File: src/hdl/mavg_pkg.sv
// ----------------------------------------------------------------------------
// mavg_pkg
// Shared constants, register indexes and control types of the boxcar
// moving-average filter.
// ----------------------------------------------------------------------------
package mavg_pkg;

    // widths fixed by the item and register formats
    localparam int SAMPLE_W    = 16;
    localparam int CFG_DATA_W  = 7;
    localparam int CFG_INDEX_W = 1;

    // default ring capacity
    localparam int DEFAULT_MAX_WINDOW = 64;

    // register indexes
    localparam logic [CFG_INDEX_W-1:0] REG_WINDOW_LENGTH  = 1'd0;
    localparam logic [CFG_INDEX_W-1:0] REG_HIGH_PASS_MODE = 1'd1;

    // register reset values
    localparam logic [CFG_DATA_W-1:0] WINDOW_LENGTH_RESET = 7'd8;

    // item commands
    localparam logic CMD_FLUSH = 1'b1;

    // controller to datapath commands
    typedef struct packed {
        logic flush;
        logic load_item;
        logic fetch;
        logic update;
        logic mid_read;
        logic div_start;
        logic load_out;
    } ctrl_cmd_t;

    // datapath to controller status
    typedef struct packed {
        logic result_due;
        logic div_done;
    } dp_status_t;

endpackage

File: src/hdl/mavg_if.sv
// ----------------------------------------------------------------------------
// mavg_if
// Valid/ready channels of the moving-average filter: sample items in,
// filtered items out.
// ----------------------------------------------------------------------------
interface mavg_in_if;
    logic                                 valid;
    logic                                 ready;
    logic                                 command;
    logic signed [mavg_pkg::SAMPLE_W-1:0] sample_in;

    modport source (output valid, output command, output sample_in, input ready);
    modport sink   (input valid, input command, input sample_in, output ready);
endinterface

interface mavg_out_if;
    logic                                 valid;
    logic                                 ready;
    logic signed [mavg_pkg::SAMPLE_W-1:0] filtered;

    modport source (output valid, output filtered, input ready);
    modport sink   (input valid, input filtered, output ready);
endinterface

File: src/hdl/mavg_div.sv
// ----------------------------------------------------------------------------
// mavg_div
// Restoring unsigned divider, one quotient bit per cycle. Used for the
// magnitude of the running sum over the window length.
// ----------------------------------------------------------------------------
module mavg_div #(
    parameter int N_W = 22,
    parameter int D_W = 7
) (
    input  logic           clk,
    input  logic           rst_n,
    input  logic           start,
    input  logic [N_W-1:0] dividend,
    input  logic [D_W-1:0] divisor,
    output logic [N_W-1:0] quotient,
    output logic           busy
);

    localparam int CW = $clog2(N_W + 1);

    logic [D_W-1:0] rem_reg;
    logic [N_W-1:0] quo_reg;
    logic [CW-1:0]  count_reg;
    logic           busy_reg;

    logic [D_W:0]   trial;
    logic           ge;
    logic [D_W:0]   rem_new;

    // one restoring step
    always_comb
    begin
        trial   = {rem_reg, quo_reg[N_W-1]};
        ge      = (trial >= {1'b0, divisor});
        rem_new = ge ? (trial - {1'b0, divisor}) : trial;
    end

    // iteration control
    always_ff @(posedge clk or negedge rst_n)
    begin
        if (!rst_n)
        begin
            busy_reg  <= 1'b0;
            count_reg <= '0;
        end
        else if (start)
        begin
            busy_reg  <= 1'b1;
            count_reg <= CW'(N_W);
        end
        else if (busy_reg)
        begin
            count_reg <= count_reg - CW'(1);
            if (count_reg == CW'(1))
            begin
                busy_reg <= 1'b0;
            end
        end
    end

    // remainder and quotient shift
    always_ff @(posedge clk)
    begin
        if (start)
        begin
            rem_reg <= '0;
            quo_reg <= dividend;
        end
        else if (busy_reg)
        begin
            rem_reg <= rem_new[D_W-1:0];
            quo_reg <= {quo_reg[N_W-2:0], ge};
        end
    end

    assign quotient = quo_reg;
    assign busy     = busy_reg;

endmodule

File: src/hdl/mavg_datapath.sv
// ----------------------------------------------------------------------------
// mavg_datapath
// Sample ring, running sum, fill and position state, configuration
// registers, divider and output register of the moving-average filter.
// ----------------------------------------------------------------------------
module mavg_datapath #(
    parameter int MAX_WINDOW = mavg_pkg::DEFAULT_MAX_WINDOW
) (
    input  logic                                    clk,
    input  logic                                    rst_n,
    input  logic                                    cfg_write,
    input  logic [mavg_pkg::CFG_INDEX_W-1:0]        cfg_index,
    input  logic [mavg_pkg::CFG_DATA_W-1:0]         cfg_data,
    input  logic signed [mavg_pkg::SAMPLE_W-1:0]    sample_in,
    output logic signed [mavg_pkg::SAMPLE_W-1:0]    filtered,
    input  mavg_pkg::ctrl_cmd_t                     cmd,
    output mavg_pkg::dp_status_t                    status
);

    localparam int SW      = mavg_pkg::SAMPLE_W;
    localparam int EFF_MAX = (MAX_WINDOW < 127) ? MAX_WINDOW : 127;
    localparam int IW      = (EFF_MAX > 1) ? $clog2(EFF_MAX) : 1;
    localparam int WW      = $clog2(EFF_MAX + 1);
    localparam int SUM_W   = SW + $clog2(EFF_MAX);

    // configuration registers
    logic [mavg_pkg::CFG_DATA_W-1:0] window_length_reg;
    logic                            high_pass_reg;

    // window state
    logic signed [SUM_W-1:0] sum_reg;
    logic [IW-1:0]           oldest_reg;
    logic [WW-1:0]           fill_reg;
    logic                    full_reg;

    // item and memory data
    logic signed [SW-1:0]    sample_reg;
    logic signed [SW-1:0]    rd_data_reg;
    logic signed [SW-1:0]    filtered_reg;
    logic signed [SW-1:0]    ring [EFF_MAX];

    logic                    clear_fill;
    logic [WW-1:0]           win;
    logic [WW-1:0]           fill_inc;
    logic [WW-1:0]           oldest_inc;
    logic [WW-1:0]           half;
    logic [WW:0]             mid_sum;
    logic [WW:0]             mid_pos;
    logic [IW-1:0]           rd_addr;
    logic [IW-1:0]           wr_addr;
    logic signed [SUM_W-1:0] sum_next;
    logic [SUM_W-1:0]        sum_mag;
    logic [SUM_W-1:0]        quotient;
    logic                    div_busy;
    logic [SUM_W-1:0]        avg;
    logic signed [SW-1:0]    result;

    // configuration writes; a new window length restarts the fill
    always_ff @(posedge clk or negedge rst_n)
    begin
        if (!rst_n)
        begin
            window_length_reg <= mavg_pkg::WINDOW_LENGTH_RESET;
            high_pass_reg     <= 1'b0;
        end
        else if (cfg_write)
        begin
            if (cfg_index == mavg_pkg::REG_WINDOW_LENGTH)
            begin
                window_length_reg <= cfg_data;
            end
            if (cfg_index == mavg_pkg::REG_HIGH_PASS_MODE)
            begin
                high_pass_reg <= cfg_data[0];
            end
        end
    end

    assign clear_fill = cmd.flush ||
                        (cfg_write && (cfg_index == mavg_pkg::REG_WINDOW_LENGTH));

    // effective window: zero counts as one, clipped to the ring size
    always_comb
    begin
        if (window_length_reg == '0)
        begin
            win = WW'(1);
        end
        else if (window_length_reg > 7'(EFF_MAX))
        begin
            win = WW'(EFF_MAX);
        end
        else
        begin
            win = WW'(window_length_reg);
        end
    end

    // positions: fill step, oldest advance, middle sample
    always_comb
    begin
        fill_inc   = fill_reg + WW'(1);
        oldest_inc = WW'(oldest_reg) + WW'(1);
        half       = (win - WW'(1)) >> 1;
        mid_sum    = (WW+1)'(oldest_reg) + (WW+1)'(half);
        mid_pos    = (mid_sum >= {1'b0, win}) ? (mid_sum - {1'b0, win}) : mid_sum;
        rd_addr    = cmd.mid_read ? mid_pos[IW-1:0] : oldest_reg;
        wr_addr    = full_reg ? oldest_reg : fill_reg[IW-1:0];
    end

    assign status.result_due = full_reg || (fill_inc == win);

    // new sum: add the sample, drop the oldest once the window is full
    always_comb
    begin
        sum_next = sum_reg + SUM_W'(sample_reg);
        if (full_reg)
        begin
            sum_next = sum_next - SUM_W'(rd_data_reg);
        end
    end

    // window state
    always_ff @(posedge clk or negedge rst_n)
    begin
        if (!rst_n)
        begin
            sum_reg    <= '0;
            oldest_reg <= '0;
            fill_reg   <= '0;
            full_reg   <= 1'b0;
        end
        else if (clear_fill)
        begin
            sum_reg    <= '0;
            oldest_reg <= '0;
            fill_reg   <= '0;
            full_reg   <= 1'b0;
        end
        else if (cmd.update)
        begin
            sum_reg <= sum_next;
            if (full_reg)
            begin
                oldest_reg <= (oldest_inc == win) ? '0 : oldest_inc[IW-1:0];
            end
            else
            begin
                fill_reg <= fill_inc;
                if (fill_inc == win)
                begin
                    full_reg   <= 1'b1;
                    oldest_reg <= '0;
                end
            end
        end
    end

    // item capture
    always_ff @(posedge clk)
    begin
        if (cmd.load_item)
        begin
            sample_reg <= sample_in;
        end
    end

    // sample ring, one write and one registered read
    always_ff @(posedge clk)
    begin
        if (cmd.update)
        begin
            ring[wr_addr] <= sample_reg;
        end
        if (cmd.fetch || cmd.mid_read)
        begin
            rd_data_reg <= ring[rd_addr];
        end
    end

    // sum magnitude into the divider
    assign sum_mag = sum_reg[SUM_W-1] ? SUM_W'(-sum_reg) : SUM_W'(sum_reg);

    mavg_div #(
        .N_W (SUM_W),
        .D_W (WW)
    ) u_div (
        .clk      (clk),
        .rst_n    (rst_n),
        .start    (cmd.div_start),
        .dividend (sum_mag),
        .divisor  (win),
        .quotient (quotient),
        .busy     (div_busy)
    );

    assign status.div_done = !div_busy;

    // average with sign restored, then mode select
    always_comb
    begin
        avg = sum_reg[SUM_W-1] ? (SUM_W'(0) - quotient) : quotient;
        if (high_pass_reg)
        begin
            result = rd_data_reg - signed'(avg[SW-1:0]);
        end
        else
        begin
            result = signed'(avg[SW-1:0]);
        end
    end

    // output register
    always_ff @(posedge clk)
    begin
        if (cmd.load_out)
        begin
            filtered_reg <= result;
        end
    end

    assign filtered = filtered_reg;

endmodule

File: src/hdl/mavg_ctrl.sv
// ----------------------------------------------------------------------------
// mavg_ctrl
// Sequencer of the moving-average filter: takes an item, steps the ring
// and sum update, runs the divider and hands the result to the output.
// ----------------------------------------------------------------------------
module mavg_ctrl (
    input  logic                 clk,
    input  logic                 rst_n,
    input  logic                 in_valid,
    input  logic                 in_command,
    output logic                 in_ready,
    output logic                 out_valid,
    input  logic                 out_ready,
    input  mavg_pkg::dp_status_t status,
    output mavg_pkg::ctrl_cmd_t  cmd
);

    typedef enum logic [5:0] {
        S_IDLE   = 6'b000001,
        S_FETCH  = 6'b000010,
        S_UPDATE = 6'b000100,
        S_MID    = 6'b001000,
        S_DIV    = 6'b010000,
        S_DONE   = 6'b100000
    } state_t;

    state_t state_reg;
    state_t state_next;
    logic   out_valid_reg;
    logic   out_valid_next;

    // next state and commands
    always_comb
    begin
        state_next     = state_reg;
        cmd            = '0;
        out_valid_next = out_valid_reg && !out_ready;
        case (state_reg)
            S_IDLE:
            begin
                if (in_valid)
                begin
                    if (in_command == mavg_pkg::CMD_FLUSH)
                    begin
                        cmd.flush = 1'b1;
                    end
                    else
                    begin
                        cmd.load_item = 1'b1;
                        state_next    = S_FETCH;
                    end
                end
            end
            S_FETCH:
            begin
                cmd.fetch  = 1'b1;
                state_next = S_UPDATE;
            end
            S_UPDATE:
            begin
                cmd.update = 1'b1;
                state_next = status.result_due ? S_MID : S_IDLE;
            end
            S_MID:
            begin
                cmd.mid_read  = 1'b1;
                cmd.div_start = 1'b1;
                state_next    = S_DIV;
            end
            S_DIV:
            begin
                if (status.div_done)
                begin
                    state_next = S_DONE;
                end
            end
            S_DONE:
            begin
                if (!out_valid_reg || out_ready)
                begin
                    cmd.load_out   = 1'b1;
                    out_valid_next = 1'b1;
                    state_next     = S_IDLE;
                end
            end
            default:
            begin
                state_next = S_IDLE;
            end
        endcase
    end

    // state and output valid
    always_ff @(posedge clk or negedge rst_n)
    begin
        if (!rst_n)
        begin
            state_reg     <= S_IDLE;
            out_valid_reg <= 1'b0;
        end
        else
        begin
            state_reg     <= state_next;
            out_valid_reg <= out_valid_next;
        end
    end

    assign in_ready  = (state_reg == S_IDLE);
    assign out_valid = out_valid_reg;

endmodule

File: src/hdl/moving_average_lowpass_highpass_top.sv
// ----------------------------------------------------------------------------
// moving_average_lowpass_highpass_top
// Boxcar moving-average filter with low-pass and high-pass output modes.
//
//   channel    dir  payload                      accepted when
//   sample_ch  in   command, sample_in           valid && ready
//   filter_ch  out  filtered                     valid && ready
//   cfg port   in   cfg_index, cfg_data          cfg_write
//
// A push that gives a result runs the serial divider, one quotient bit per
// cycle, before the next item is accepted. A push while the window fills
// skips the divider; a flush is taken without leaving the idle state.
// The ring is one memory with one read and one write port; no clearing pass.
// Reset clears configuration and window state but not the ring contents.
// A waiting result sits in the output register while the next item is taken;
// a new result waits for it to leave.
// ----------------------------------------------------------------------------
module moving_average_lowpass_highpass_top #(
    parameter int MAX_WINDOW = mavg_pkg::DEFAULT_MAX_WINDOW
) (
    input  logic                             clk,
    input  logic                             rst_n,
    input  logic                             cfg_write,
    input  logic [mavg_pkg::CFG_INDEX_W-1:0] cfg_index,
    input  logic [mavg_pkg::CFG_DATA_W-1:0]  cfg_data,
    mavg_in_if.sink                          sample_ch,
    mavg_out_if.source                       filter_ch
);

    mavg_pkg::ctrl_cmd_t  cmd;
    mavg_pkg::dp_status_t status;

    // sequencer
    mavg_ctrl u_ctrl (
        .clk        (clk),
        .rst_n      (rst_n),
        .in_valid   (sample_ch.valid),
        .in_command (sample_ch.command),
        .in_ready   (sample_ch.ready),
        .out_valid  (filter_ch.valid),
        .out_ready  (filter_ch.ready),
        .status     (status),
        .cmd        (cmd)
    );

    // ring, sum, divider and output register
    mavg_datapath #(
        .MAX_WINDOW (MAX_WINDOW)
    ) u_datapath (
        .clk       (clk),
        .rst_n     (rst_n),
        .cfg_write (cfg_write),
        .cfg_index (cfg_index),
        .cfg_data  (cfg_data),
        .sample_in (sample_ch.sample_in),
        .filtered  (filter_ch.filtered),
        .cmd       (cmd),
        .status    (status)
    );

endmodule

File: src/flat_wrapper.sv
// flat-port wrapper written by rule: the top's interface ports become plain ports
module moving_average_lowpass_highpass_top_flat 
#(
    parameter int MAX_WINDOW = mavg_pkg::DEFAULT_MAX_WINDOW
)
  (clk, rst_n, cfg_write, cfg_index, cfg_data, sample_ch_valid, sample_ch_command, sample_ch_sample_in, sample_ch_ready, filter_ch_valid, filter_ch_filtered, filter_ch_ready);
  mavg_in_if sample_ch_i ();
  mavg_out_if filter_ch_i ();
  input  logic clk;
  input  logic rst_n;
  input  logic cfg_write;
  input  logic [mavg_pkg::CFG_INDEX_W-1:0] cfg_index;
  input  logic [mavg_pkg::CFG_DATA_W-1:0] cfg_data;
  input wire logic [$bits(sample_ch_i.valid)-1:0] sample_ch_valid;
  input wire logic [$bits(sample_ch_i.command)-1:0] sample_ch_command;
  input wire logic [$bits(sample_ch_i.sample_in)-1:0] sample_ch_sample_in;
  output wire logic [$bits(sample_ch_i.ready)-1:0] sample_ch_ready;
  output wire logic [$bits(filter_ch_i.valid)-1:0] filter_ch_valid;
  output wire logic [$bits(filter_ch_i.filtered)-1:0] filter_ch_filtered;
  input wire logic [$bits(filter_ch_i.ready)-1:0] filter_ch_ready;
  assign sample_ch_i.valid = sample_ch_valid;
  assign sample_ch_i.command = sample_ch_command;
  assign sample_ch_i.sample_in = sample_ch_sample_in;
  assign sample_ch_ready = sample_ch_i.ready;
  assign filter_ch_valid = filter_ch_i.valid;
  assign filter_ch_filtered = filter_ch_i.filtered;
  assign filter_ch_i.ready = filter_ch_ready;
  moving_average_lowpass_highpass_top #(.MAX_WINDOW(MAX_WINDOW)) u_core (.clk(clk), .rst_n(rst_n), .cfg_write(cfg_write), .cfg_index(cfg_index), .cfg_data(cfg_data), .sample_ch(sample_ch_i), .filter_ch(filter_ch_i));
endmodule
File: config.mk
export PLATFORM = sky130hd
export DESIGN_NAME = moving_average_lowpass_highpass_top_flat
export DESIGN_NICKNAME = d
export VERILOG_FILES = /design/src/hdl/mavg_pkg.sv /design/src/hdl/mavg_if.sv /design/src/hdl/mavg_div.sv /design/src/hdl/mavg_datapath.sv /design/src/hdl/mavg_ctrl.sv /design/src/hdl/moving_average_lowpass_highpass_top.sv /design/src/flat_wrapper.sv
export SDC_FILE = /design/constraint.sdc
export NUM_CORES = 2
export LEC_CHECK = 0
export BUFFER_PORTS_ARGS = -buffer_cell sky130_fd_sc_hd__buf_4
export CELL_PAD_IN_SITES_DETAIL_PLACEMENT = 0
export CELL_PAD_IN_SITES_GLOBAL_PLACEMENT = 2
export CORE_MARGIN = 3
export CORE_UTILIZATION = 40
export DETAILED_ROUTE_END_ITERATION = 7
export GPL_TIMING_DRIVEN = 0
export PLACE_DENSITY = 0.68
export SLEW_MARGIN = 20
export SYNTH_ARGS = -nofsm -noshare
export SYNTH_HDL_FRONTEND = slang
export SYNTH_HIERARCHICAL = 1
export SYNTH_SLANG_ARGS = --single-unit
export TNS_END_PERCENT = 5
File: constraint.sdc
create_clock -name clk -period 15.6 [get_ports clk]
set_input_delay 3.12 -clock clk [delete_from_list [all_inputs] [get_ports clk]]
set_output_delay 3.12 -clock clk [all_outputs]
set_load 0.1 [all_outputs]
# == Word level (Yosys, flattened, before mapping) ==
# Memories as Yosys holds them, arrays and structs flattened. A register that Yosys moved wholly into a read port is not among the register bits.
# Cells that the tools add are included.
# classes
addsub,12
magnitude_cmp,3
n_eq_ne,14
n_mux,50
n_bitwise,1
reduce_logical,17
# op_table
cell,n
2-to-1 mux 22 bit,6
2-to-1 mux 6 bit,12
2-to-1 mux 7 bit,6
one-hot mux 6 bit (6 select lines),1
2-to-1 mux 16 bit,2
adder 22 x 16 -> 22 bit,1
negation 22 bit,1
subtractor 22 x 16 -> 22 bit,1
2-to-1 mux 1 bit,17
"subtractor 1 x 16 -> 16 bit, first input constant",1
subtractor 16 bit,1
== test 7 bit,2
2-to-1 mux 5 bit,2
>= comparator 8 x 7 -> 1 bit,1
"!= test 2 bit, second input constant",4
AND reduction 2 bit,4
"adder 6 x 1 -> 7 bit, second input constant",1
adder 6 x 6 -> 7 bit,1
"adder 7 x 1 -> 7 bit, second input constant",1
>= comparator 7 bit,1
"> comparator 7 bit, second input constant",1
zero test 7 bit,1
"subtractor 7 x 1 -> 7 bit, second input constant",1
subtractor 7 bit,1
other kinds (19),27
# totals
reg_bits,118
ramBits,1024
wordCells,112
mem_count,1
# mem_list
name,depth,word_bits,read_ports,rd_clocked_by_memory_dff,write_ports,line,rtl
u_core.u_datapath.ring,64,16,1,1,1,mavg_datapath.sv:40,logic signed [SW-1:0] ring [EFF_MAX];

# == Longest topological paths before layout ==
# depth
ltp_word,8
ltp_mapped,30

# == Hierarchy ==
# Netlist, hierarchy kept.
# by_module_without_submodules
mod,n_inst,cells_each,area_per_inst_um2,seq_area_each_um2
mavg_datapath,1,3918,49357.3,33293.2
mavg_div,1,180,2060.7,950.9
mavg_ctrl,1,42,424.2,176.4

# == Worst setup path after synthesis ==
# No wires, ideal clock.
# synth_path
kind,reg-to-output
start,register u_core.u_ctrl.state_reg[4]
end,output port sample_ch_ready
t_arrival_ns,3.121
t_required_ns,12.480
setup_slack_ns,9.359
path_stages_with_launch,3
path_cell_list,dfrtp_1 -> or4_4 -> nor3_1
# synth_via
elab_chain_cells,1
# synth_lines
item,line,rtl
"start, declared",mavg_ctrl.sv:27,state_t state_reg;
"start signal, assigned",mavg_ctrl.sv:103,state_reg <= state_next;
== test 6 x 1 -> 1 bit,mavg_ctrl.sv:108,assign in_ready = (state_reg == S_IDLE);
"end, declared",flat_wrapper.sv:17,output wire logic [$bits(sample_ch_i.ready)-1:0] sample_ch_ready;
# Every way passes these cells.

# == Final worst setup path ==
# layout_path
start,register u_core/u_datapath/window_length_reg[4] in the netlist's numbering
end,register u_core.u_datapath.rd_data_reg[6] (read register of u_core.u_datapath.ring) (data pin)
# layout_via
elab_chain_cells,8
# layout_lines
item,line,rtl
"start, declared",mavg_datapath.sv:27,logic [mavg_pkg::CFG_DATA_W-1:0] window_length_reg;
"start signal, assigned",mavg_datapath.sv:63,window_length_reg <= mavg_pkg::WINDOW_LENGTH_RESET;
"start signal, assigned",mavg_datapath.sv:70,window_length_reg <= cfg_data;
> comparator 7 bit,mavg_datapath.sv:89,else if (window_length_reg > 7'(EFF_MAX))
2-to-1 mux 7 bit,mavg_datapath.sv:89,
2-to-1 mux 7 bit (*),mavg_datapath.sv:85,if (window_length_reg == '0)
net u_core.u_datapath.win[0],mavg_datapath.sv:43,logic [WW-1:0] win;
subtractor 7 x 1 -> 7 bit,mavg_datapath.sv:104,half = (win - WW'(1)) >> 1;
adder 6 x 6 -> 7 bit,mavg_datapath.sv:105,mid_sum = (WW+1)'(oldest_reg) + (WW+1)'(half);
subtractor 6 bit or >= comparator 7 bit (tied branches),mavg_datapath.sv:106,"mid_pos = (mid_sum >= {1'b0, win}) ? (mid_sum - {1'b0, win}) : mid_sum;"
2-to-1 mux 6 bit (*),mavg_datapath.sv:106,
2-to-1 mux 6 bit (*),mavg_datapath.sv:107,rd_addr = cmd.mid_read ? mid_pos[IW-1:0] : oldest_reg;
"end, declared",mavg_datapath.sv:38,logic signed [SW-1:0] rd_data_reg;
# Mark *: on every way through the listed nets, which the timed path passes. The rest lies on a longest branch.
# A chain may end at the register's enable or synchronous reset.

==> results.tsv <==
stage	metric	value	unit
logic_synthesis	syn-num-nets	4259	
floorplan	coreArea	128200	um2
floorplan	rows	131	
timing	tightestPinTransition	1.131	ns
power_and_ir_drop	switching_share	24.56	%
logic_synthesis	synth_top_area_cell	edfxtp_1	
drt	ant_nets	0	
floorplan	ios	48	
grt	grt_pass1_wl	246000	um
clock_tree	numCtsBuffers	134	
timing	finalCriticalPeriod	8.606	ns
critical_path	slowest_stage	buf_1	
layout	area_growth	16.39	%
timing	skew	0.03195	ns
timing	hold_viol_final	0	
clock_tree	htree_levels	4	
power_and_ir_drop	power_frac_comb	10.6	%
grt	antenna_found_initial	14	
clock_tree	cts.sinks	1158	
logic_synthesis	ys_types	93	
drt	totalWireLength	171800	um
floorplan	die_h	366.0	um
logic_synthesis	synthAdderAreaFrac	2.235	%
floorplan	start_util	40.45	%
logic_synthesis	synth_compound_area_share	8.751	%
grt	grt_pass1_vias	34280	
drt	wl_per_cell	27.38	um
clock_tree	ctsHoldBuffers	0	
logic_synthesis	synth_xor_area_share	2.044	%
drt	dr.pass1.iters	5	
logic_synthesis	netlist_area	51840	um2
layout	layout-drive-gt1-share	13.22	%
power_and_ir_drop	power.switching	1.765	mW
critical_path	critical_path_arrival	9.08	ns
layout	largest_register_ffs	1024	
floorplan	die_w	366.0	um
logic_synthesis	synth_top_family_by_area	simple AND/OR/NAND/NOR gates	
timing	max_freq	0.1162	GHz
logic_synthesis	synthSimpleGateAreaFrac	14.17	%
power_and_ir_drop	p_leak	21.27	nW
floorplan	die_area	134000	um2
placement	pre_cts_ws	7.137	ns
critical_path	crit_type	flop to flop	
power_and_ir_drop	power_frac_seq	49.0	%
critical_path	crit_start	u_core/u_datapath/window_length_reg[4]$_DFFE_PN0P_	
logic_synthesis	synth.avg_cell_area	12.52	um2
critical_path	start_kind	flop	
grt	globalRouteOverflowTotal	0	
timing	slew_viol_final	0	
clock_tree	ctsLongestPathBuffers	3	
placement	globalplace.congestion	0.8884	
logic_synthesis	synth_edf_count	1094	
drt	drtIter0Drc	3122	
layout	final_cell_area	60340	um2
worst_hold_path	hp-start	u_core/u_datapath/u_div/count_reg[4]$_DFFE_PN0P_	
run	max_cap_violations	0	
drt	vias	35020	
drt	viasPerCell	5.582	
layout	mostFrequentLayoutCell	edfxtp_1	
timing	relSlewSlack	24.35	%
placement	hpwl	127800	um
clock_tree	cts.repair.resized	0	
layout	utilization	47.07	%
clock_tree	cts_tree	built	
logic_synthesis	synthesis.instances	4140	
grt	grt_usage	25.30	%
power_and_ir_drop	powerDensity	119.2	nW/um2
logic_synthesis	synth_top_area_share	63.37	%
outcome	outcome	complete, no violations	
layout	final_cell_mix	edfxtp_1 (1094), nand2_1 (781), nand3_1 (414)	
logic_synthesis	ys_seq_area_share	66.39	%
layout	num_antenna_cells	0	
critical_path	critPathCaptureType	flop	
placement	placedInstanceArea	56330	um2
timing	fin_setup_tns	0	ns
layout	fin_nets	4565	
logic_synthesis	ys_ff_latch	1158	
critical_path	cp_max_fo	10	
logic_synthesis	yosys_warnings	6	
logic_synthesis	synthTopCellsByArea	edfxtp_1 (63%), nand2_1 (5.7%), nand3_1 (4.0%)	
timing	finalSetupViolCount	0	
power_and_ir_drop	clockPowerShare	40.5	%
logic_synthesis	ys_async_sr_fraction	4.922	%
logic_synthesis	synthMuxAreaShare	3.741	%
critical_path	r2r-start	u_core/u_datapath/window_length_reg[4]$_DFFE_PN0P_	
clock_tree	root_buffer	clkbuf_16	
clock_tree	worstSkewPairLatency	0.77	ns
logic_synthesis	synthFlopType	edfxtp_1	
power_and_ir_drop	power	7.189	mW
worst_hold_path	min_path_type	flop to flop	
drt	drc	0	
power_and_ir_drop	ir_worst_vdd	0.1155	mV
timing	final.setup.worst_slack	6.994	ns
timing	rsz0062_at_grt	no	
clock_tree	post_cts_buffers	0	
timing	post-route-period-util	55.17	%
critical_path	max_stage_delay	0.72	ns
clock_tree	path_clk_slew	0.06	ns
critical_path	crit_required	16.08	ns
grt	grt_max_degree	58	
power_and_ir_drop	internal-power	5.424	mW
critical_path	cpMostUsedCell	nor2_1	
placement	portBuffers	47	
[metal layers]
layer	wire length (um)	GRT usage, %	up-vias
li1	-	-	16200
met1	73430	33.37	17540
met3	8624	3.681	250
met5	13	0	-
met2	83670	42.54	1027
met4	6095	9.117	2
[cell usage after synthesis, drive strengths merged, types with 49 or more instances]
cell type	instances
edfxtp	1094
nand2	782
nand3	415
nor2	166
a21oi	163
clkbuf	128
mux2i	124
buf	123
ha	83
xnor2	83
o21ai	82
a31oi	71
mux2	62
inv	61
a211oi	56
dfrtp	55
nand4	53
and3	51
a22oi	49
[final timing paths]
check	end	slack (ns)	depth (start not counted)
max	u_core/u_datapath/rd_data_reg[6]$_DFFE_PP_	6.99	25
min	u_core/u_datapath/u_div/count_reg[4]$_DFFE_PN0P_	0.53	2
max reg2reg	u_core/u_datapath/rd_data_reg[6]$_DFFE_PP_	6.99	25
min reg2reg	u_core/u_datapath/u_div/count_reg[4]$_DFFE_PN0P_	0.53	2
max in group asynchronous	u_core/u_datapath/sum_reg[4]$_DFFE_PN0P_	12.59	1
min in group asynchronous	u_core/u_datapath/window_length_reg[6]$_DFFE_PN0P_	2.43	1
[area by class of cell]
| class | instances | area [um2] |
|---|---|---|
| inverters | 65 | 244.0 |
| multi-input cells | 2666 | 16230 |
| clock buffers | 176 | 3605 |
| clock inverters | 60 | 406.6 |
| well taps | 1729 | 2163 |
| repair buffers | 170 | 2128 |
| flip-flops and latches | 1158 | 34420 |
| plain buffers | 251 | 1136 |
| fillers | 11630 | 67840 |
[worst max-delay path, delay by kind of cell (launching register included)]
kind / cells / cell delay (ns)
adder cells (fa/ha/maj): 4 / 1.25
flip-flops: 1 / 0.43
AO/OA/AOI/OAI: 8 / 2.89
AND/OR/NAND/NOR: 8 / 2.20
XOR/XNOR: 1 / 0.18
buffers and inverters: 4 / 1.34
[power by group through the flow]
stage	clock [mW]	sequential (mW)	combinational (mW)
2_1_floorplan	0	3.60	0.468
6_report	2.91	3.52	0.760
5_1_grt	3.10	3.53	0.838
3_5_place_dp	0	3.58	0.762
4_1_cts	2.98	3.52	0.765
3_3_place_gp	0	3.69	0.614
[per-stage QoR]
stage               hold WS (ns)  std cells
finish                    0.5322       6275
global route              0.5685       6275
CTS                       0.5368       6275
detailed placement        0.5207       6039
global placement          0.5071       5916
floorplan                 0.4854       4140
[kinds of logic after synthesis]
kind of cell,count (synthesis)
adders and majority gates,89
xor gates and xnor gates,121
muxes,186
and+or+nand+nor,1620
buffers and inverters,316
DFF,1158
AOI/OAI and AO/OA,650
No activity file was read; power rests on OpenSTA's default activity.
